<file path="src/cis_pkg.sv">
`default_nettype none

package cis_pkg;

	localparam int ID_W   = 16;
	localparam int POS_W  = 8;
	localparam int MODE_W = 2;
	localparam int STAT_W = 2;

	typedef enum logic [MODE_W-1:0] {
		MODE_ADD      = 2'd0,
		MODE_DELETE   = 2'd1,
		MODE_CONTAINS = 2'd2,
		MODE_READ_AT  = 2'd3
	} mode_t;

	typedef enum logic [STAT_W-1:0] {
		ST_OK        = 2'd0,
		ST_REJECT    = 2'd1,
		ST_NOT_FOUND = 2'd2,
		ST_FULL      = 2'd3
	} status_t;

	// Controls broadcast to every cell of the row
	typedef struct packed {
		logic add_en;
		logic del_en;
	} cell_ctrl_t;

endpackage

`default_nettype wire

</file>
<file path="src/cis_cell.sv">
`default_nettype none

module cis_cell #(
	parameter int INDEX = 0,
	parameter int CNT_W = 5
) (
	input  wire logic                      clk,
	input  wire cis_pkg::cell_ctrl_t       ctrl,
	input  wire logic [cis_pkg::ID_W-1:0]  id,
	input  wire logic [CNT_W-1:0]          count,
	input  wire logic                      hit_in,
	input  wire logic [cis_pkg::ID_W-1:0]  next_entry,
	output logic                           hit_out,
	output logic [cis_pkg::ID_W-1:0]       entry
);
	import cis_pkg::*;

	localparam logic [CNT_W-1:0] MY_IDX = CNT_W'(INDEX);

	logic [ID_W-1:0] entry_q;
	logic            occupied;
	logic            match;

	assign occupied = MY_IDX < count;
	assign match    = occupied && (entry_q == id);
	assign hit_out  = hit_in | match;
	assign entry    = entry_q;

	// Delete: every cell at or above the match takes its upper neighbour's entry.
	// Add: the first free cell takes the new id.
	always_ff @(posedge clk) begin
		if (ctrl.del_en && (hit_in || match)) begin
			entry_q <= next_entry;
		end else if (ctrl.add_en && (MY_IDX == count)) begin
			entry_q <= id;
		end
	end

endmodule

`default_nettype wire

</file>
<file path="src/compacting_id_set.sv">
`default_nettype none

// Set of up to CAPACITY distinct 16-bit IDs, kept in insertion order in a row
// of cells. Pulse start with mode, id and position while busy is low; the
// request is taken at that edge. Exactly one result follows, registered
// through pend_q and then done_q: status, found, id_out and count are valid
// for the single cycle in which done is high, and the receiver cannot stall
// them, so capture them then. A request is first captured; then the compare,
// shift and update run across the cell row. busy is low again in the cycle
// that shows done, so a new start may be given there, but not earlier.
// reserved_id is written through cfg_we/cfg_wdata and must only change
// while no request is in flight. It resets to all ones.
module compacting_id_set #(
	parameter int CAPACITY = 16
) (
	input  wire logic                                  clk,
	input  wire logic                                  arst_n,
	input  wire logic                                  start,
	output logic                                       busy,
	input  wire logic [cis_pkg::MODE_W-1:0]            mode,
	input  wire logic signed [cis_pkg::ID_W-1:0]       id,
	input  wire logic [cis_pkg::POS_W-1:0]             position,
	input  wire logic                                  cfg_we,
	input  wire logic signed [cis_pkg::ID_W-1:0]       cfg_wdata,
	output logic                                       done,
	output logic [cis_pkg::STAT_W-1:0]                 status,
	output logic                                       found,
	output logic signed [cis_pkg::ID_W-1:0]            id_out,
	output logic [$clog2(CAPACITY+1)-1:0]              count
);
	import cis_pkg::*;

	localparam int CNT_W = $clog2(CAPACITY + 1);
	localparam int IDX_W = (CAPACITY > 1) ? $clog2(CAPACITY) : 1;
	localparam int CMP_W = (CNT_W > POS_W) ? CNT_W : POS_W;

	// Captured request
	logic            pend_q;
	mode_t           mode_q;
	logic [ID_W-1:0] id_q;
	logic [POS_W-1:0] pos_q;

	logic [ID_W-1:0]  rsv_q;
	logic [CNT_W-1:0] count_q;

	// Registered result
	logic            done_q;
	status_t         status_q;
	logic            found_q;
	logic [ID_W-1:0] id_out_q;

	// Cell row: hit ripples upward, entries hand down on delete
	logic [CAPACITY:0]  hit;
	logic [ID_W-1:0]    cell_entry [CAPACITY];
	cell_ctrl_t         ctrl;

	logic            any_hit;
	logic            is_rsv;
	logic            full;
	logic            read_ok;
	logic [ID_W-1:0] rd_entry;
	status_t         status_d;
	logic            found_d;
	logic [ID_W-1:0] id_out_d;

	assign busy = pend_q;

	assign hit[0] = 1'b0;

	for (genvar g = 0; g < CAPACITY; g++) begin : g_cell
		logic [ID_W-1:0] up_entry;

		if (g == CAPACITY - 1) begin : g_top
			assign up_entry = '0;
		end else begin : g_mid
			assign up_entry = cell_entry[g+1];
		end

		cis_cell #(
			.INDEX (g),
			.CNT_W (CNT_W)
		) u_cell (
			.clk        (clk),
			.ctrl       (ctrl),
			.id         (id_q),
			.count      (count_q),
			.hit_in     (hit[g]),
			.next_entry (up_entry),
			.hit_out    (hit[g+1]),
			.entry      (cell_entry[g])
		);
	end

	assign any_hit  = hit[CAPACITY];
	assign is_rsv   = (id_q == rsv_q);
	assign full     = (count_q == CNT_W'(CAPACITY));
	assign read_ok  = (CMP_W'(pos_q) < CMP_W'(count_q));
	assign rd_entry = cell_entry[pos_q[IDX_W-1:0]];

	// Decide the outcome of the pending request from the row's hit chain
	always_comb begin
		ctrl     = '0;
		status_d = ST_OK;
		found_d  = 1'b0;
		id_out_d = '0;
		unique case (mode_q)
			MODE_ADD: begin
				if (is_rsv) begin
					status_d = ST_REJECT;
				end else if (any_hit) begin
					status_d = ST_OK;
				end else if (full) begin
					status_d = ST_FULL;
				end else begin
					ctrl.add_en = pend_q;
				end
			end
			MODE_DELETE: begin
				if (is_rsv) begin
					status_d = ST_REJECT;
				end else if (!any_hit) begin
					status_d = ST_NOT_FOUND;
				end else begin
					ctrl.del_en = pend_q;
				end
			end
			MODE_CONTAINS: begin
				found_d = any_hit;
			end
			MODE_READ_AT: begin
				if (read_ok) begin
					id_out_d = rd_entry;
				end else begin
					status_d = ST_REJECT;
					id_out_d = rsv_q;
				end
			end
		endcase
	end

	// Control: capture on transfer, resolve in the next cycle, strobe done
	always_ff @(posedge clk or negedge arst_n) begin
		if (!arst_n) begin
			pend_q  <= 1'b0;
			done_q  <= 1'b0;
			count_q <= '0;
			rsv_q   <= '1;
		end else begin
			done_q <= pend_q;
			if (pend_q) begin
				pend_q <= 1'b0;
				if (ctrl.add_en) begin
					count_q <= count_q + CNT_W'(1);
				end else if (ctrl.del_en) begin
					count_q <= count_q - CNT_W'(1);
				end
			end else if (start) begin
				pend_q <= 1'b1;
			end
			if (cfg_we) begin
				rsv_q <= cfg_wdata;
			end
		end
	end

	// Payload: request fields and result fields, no reset needed
	always_ff @(posedge clk) begin
		if (start && !busy) begin
			mode_q <= mode_t'(mode);
			id_q   <= id;
			pos_q  <= position;
		end
		if (pend_q) begin
			status_q <= status_d;
			found_q  <= found_d;
			id_out_q <= id_out_d;
		end
	end

	assign done   = done_q;
	assign status = status_q;
	assign found  = found_q;
	assign id_out = id_out_q;
	assign count  = count_q;

	// A captured request always resolves in the next cycle
	a_pend_done: assert property (@(posedge clk) disable iff (!arst_n)
		pend_q |=> done_q && !pend_q)
		else $error("pending request did not complete");

	// The count never passes the capacity
	a_count_cap: assert property (@(posedge clk) disable iff (!arst_n)
		count_q <= CNT_W'(CAPACITY))
		else $error("count beyond capacity");

	// A failed request leaves the set size alone
	a_fail_keep: assert property (@(posedge clk) disable iff (!arst_n)
		done_q && (status_q != ST_OK) |-> $stable(count_q))
		else $error("count changed on a failed request");

	// Only a lookup can report found, and then with status ok
	a_found_ok: assert property (@(posedge clk) disable iff (!arst_n)
		done_q && found_q |-> (status_q == ST_OK) && (mode_q == MODE_CONTAINS))
		else $error("found raised outside a clean lookup");

endmodule

`default_nettype wire

</file>
<file path="config.mk">
export PLATFORM = sky130hd
export DESIGN_NAME = compacting_id_set
export DESIGN_NICKNAME = d
export VERILOG_FILES = /design/src/cis_pkg.sv /design/src/cis_cell.sv /design/src/compacting_id_set.sv
export SDC_FILE = /design/constraint.sdc
export NUM_CORES = 1
export LEC_CHECK = 0
export ABC_CLOCK_PERIOD_IN_PS = 10400
export BUFFER_PORTS_ARGS = -buffer_cell sky130_fd_sc_hd__buf_2
export CORE_ASPECT_RATIO = 0.9
export CORE_UTILIZATION = 62
export DETAILED_ROUTE_END_ITERATION = 6
export GPL_ROUTABILITY_DRIVEN = 1
export PLACE_DENSITY = 0.8
export SLEW_MARGIN = 5
export SYNTH_ARGS = -nofsm -noshare
export SYNTH_HDL_FRONTEND = slang
export SYNTH_SLANG_ARGS = --single-unit
</file>
<file path="constraint.sdc">
create_clock -name clk -period 10.4 [get_ports clk]
set_input_delay 2.6 -clock clk [delete_from_list [all_inputs] [get_ports clk]]
set_output_delay 2.6 -clock clk [all_outputs]
set_load 0.02 [all_outputs]
</file>
==> results.sh <==
export IMPL_dp_hpwl_um=38410
export IMPL_drc_errors=0
export IMPL_num_io_pins=72
export IMPL_cap_violations=0
export IMPL_drv_slew=0
export IMPL_postCtsResizedCells=0
export IMPL_ant_nets=0
export IMPL_port_buffer_count=71
export IMPL_numCtsBuffers=36
export IMPL_synth_commonest_cells="285 x edfxtp_1, 198 x mux2_2, 148 x xnor2_1"
export IMPL_synth_area_leaders="edfxtp_1 44%, mux2_2 11%, mux4_2 9.2%, xnor2_1 6.6%, xor2_1 5.7%"
export IMPL_cts_tree="built"
export IMPL_cpPeakStageDelay_ps=790
export IMPL_peakVddDrop_mv=0.1824
export IMPL_synth_area_leader_cell="edfxtp_1"
export IMPL_worst_slew_pin_slew_ps=1078
export IMPL_insertion_delay_ps=530
export IMPL_timing_fmax_mhz=225.5
export IMPL_yosysSeqAreaShare=0.4823
export IMPL_dieHeight_um=170.9
export IMPL_critPathMaxFanout=17
export IMPL_cp_cell_sequence="inv_1 -> ha_1 -> a31oi_1 -> nor4bb_1 -> nand3b_1 -> nor4_4 -> nand3_1 -> nand2_1"
export IMPL_yosys_warnings=0
export IMPL_grt_usage=0.3503
export IMPL_num_rows=61
export IMPL_fillers=2200
export IMPL_yosysTopAreaCellShare=0.4357
export IMPL_hold_viol_final=0
export IMPL_cts_hold_buffers=0
export IMPL_fin_cells=1845
export IMPL_wl_um=55370
export IMPL_first_pass_iters=5
export IMPL_grt_max_degree=56
export IMPL_core_um2=31060
export IMPL_wl_per_cell_um=30.01
export IMPL_htreeDepth=2
export IMPL_post_route_period_util=0.4265
export IMPL_syn_inst=1389
export IMPL_avgSynthCellArea_um2=14.14
export IMPL_tns_ps=0
export IMPL_crit_required_ps=10560
export IMPL_worstSetupPathType="flop to flop"
export IMPL_r2r_slack_ps=5960
export IMPL_nets=1466
export IMPL_path_clk_slew_ps=60
export IMPL_clock_root_buffer="clkbuf_16"
export IMPL_vias_per_cell=6.746
export IMPL_skew_ps=13.54
export IMPL_overflow=0
export IMPL_die_x_um=189.6
export IMPL_seq_area_um2=9474
export IMPL_syn_to_final_growth_pct=7.032
export IMPL_hold_class="flop to flop"
export IMPL_antenna_found_initial=1
export IMPL_ys_flop_type="edfxtp_1"
export IMPL_finalPower_mw=3.161
export IMPL_clock_path_buffers=3
export IMPL_crit_buf_inv=1
export IMPL_status="finished, final reports clean"
export IMPL_synth_seq_cells=324
export IMPL_min_period_ps=4435
export IMPL_n_antenna_cell=0
export IMPL_grt_pass1_wl_um=82200
export IMPL_synth_async_sr_flop_share=0.07099
export IMPL_power_density_nw_per_um2=150.4
export IMPL_worst_slew_margin_rel=0.2795
export IMPL_design_area_um2=21020
export IMPL_ys_types=67
export IMPL_synth_edf_count=285
export IMPL_num_vias=12450
export IMPL_dp_cells=1782
export IMPL_start_util=0.6323
export IMPL_routabilityCongestion=1.012
export IMPL_finalSetupViolations=0
export IMPL_setup_ws_ps=5965
export IMPL_dpl_worst_slack_ps=6166
export IMPL_post_cts_repair_setup_buffers=0
export IMPL_cts_sinks=324
export IMPL_slowest_stage="nor4_4"
export IMPL_dieArea_um2=32400
export IMPL_multi_input_area_um2=9304
export IMPL_crit_family="simple AND/OR/NAND/NOR gates"
export IMPL_first_global_vias=12190
export IMPL_hold_worst_slack_ps=496.7
export IMPL_rsz0062_at_grt="false"
export IMPL_syn_nets=1444
export IMPL_critPathLaunchType="flop"
export IMPL_synth_most_common_cell="edfxtp_1"
export IMPL_placed_area_um2=19930
export IMPL_cp_arrival_ps=4590
export IMPL_total_leakage_power_nw=7.267
export IMPL_dr_first_iter_drc_count=1589
export IMPL_final_util=0.6768
export IMPL_syn_area_um2=19640
export IMPL_endpoint_kind="flop"
export IMPL_drive_gt1_frac=0.3391
logic make-up after synthesis:
| logic type | synth area share |
|---|---|
| mux | 0.2565 |
| flops | 0.4823 |
| xor+xnor | 0.1231 |
| simple gates | 0.06669 |
| buf+inv | 0.04414 |
| compound gates | 0.02153 |
| fa+ha+maj | 0.005733 |
cell usage in the layout, fill, tap and decap left out, types with 9 or more instances in the layout:
master     instances
nand3_1           14
clkbuf_16         37
ha_1               9
xor2_1           128
dfstp_2           16
mux2i_1           32
dfxtp_1           16
nor2_1            37
mux2_1            49
mux2_4             9
nand2_1           55
buf_2             71
edfxtp_1         285
nor3_1            11
buf_4             34
nor4_1            30
clkinv_1           9
xnor2_1          148
mux4_2            80
nand4_1           46
mux2_2           198
per-layer routing:
metal / routed length, um / track usage
met1: 21510 / 0.4695
met2: 24960 / 0.5401
met3: 6478 / 0.1001
met4: 2414 / 0.1392
met5: 9 / 0
where the power goes:
part | total [mW] | leakage [nW] | internal (mW) | switching (mW)
Clock | 1.22 | 0.539 | 0.691 | 0.524
Combinational | 0.432 | 3.75 | 0.172 | 0.260
Sequential | 1.51 | 2.98 | 1.46 | 0.0536
Total | 3.16 | 7.27 | 2.32 | 0.838
layout make-up:
type,instances,area share
flip-flops and latches,324,0.4506
multi-input cells,937,0.4425
clock buffers,48,0.04886
repair buffers,105,0.02904
well taps,409,0.02434
clock inverters,15,0.003333
inverters,7,0.001250
path summary, 6_finish.rpt:
kind	end	startpoint	depth (start not counted)
worst max-delay path	g_cell[1].u_cell.entry[5]$_DFFE_PP_	count[0]$_DFFE_PN0P_	8
worst max register to register	g_cell[1].u_cell.entry[5]$_DFFE_PP_	count[0]$_DFFE_PN0P_	8
worst min-delay path	busy$_DFF_PN0_	busy$_DFF_PN0_	1
max in group asynchronous	done$_DFF_PN0_	arst_n	1
worst min register to register	busy$_DFF_PN0_	busy$_DFF_PN0_	1
min in group asynchronous	count[4]$_DFFE_PN0P_	arst_n	1
flip-flops by register name, indices dropped and copies added (netlist names):
name                 flops
count                    5
done                     1
pos_q                    8
mode_q                   2
rsv_q                   16
found                    1
busy                     1
id_out                  16
g_cell.u_cell.entry    256
status                   2
id_q                    16
No activity file was read; power rests on OpenSTA's default activity.
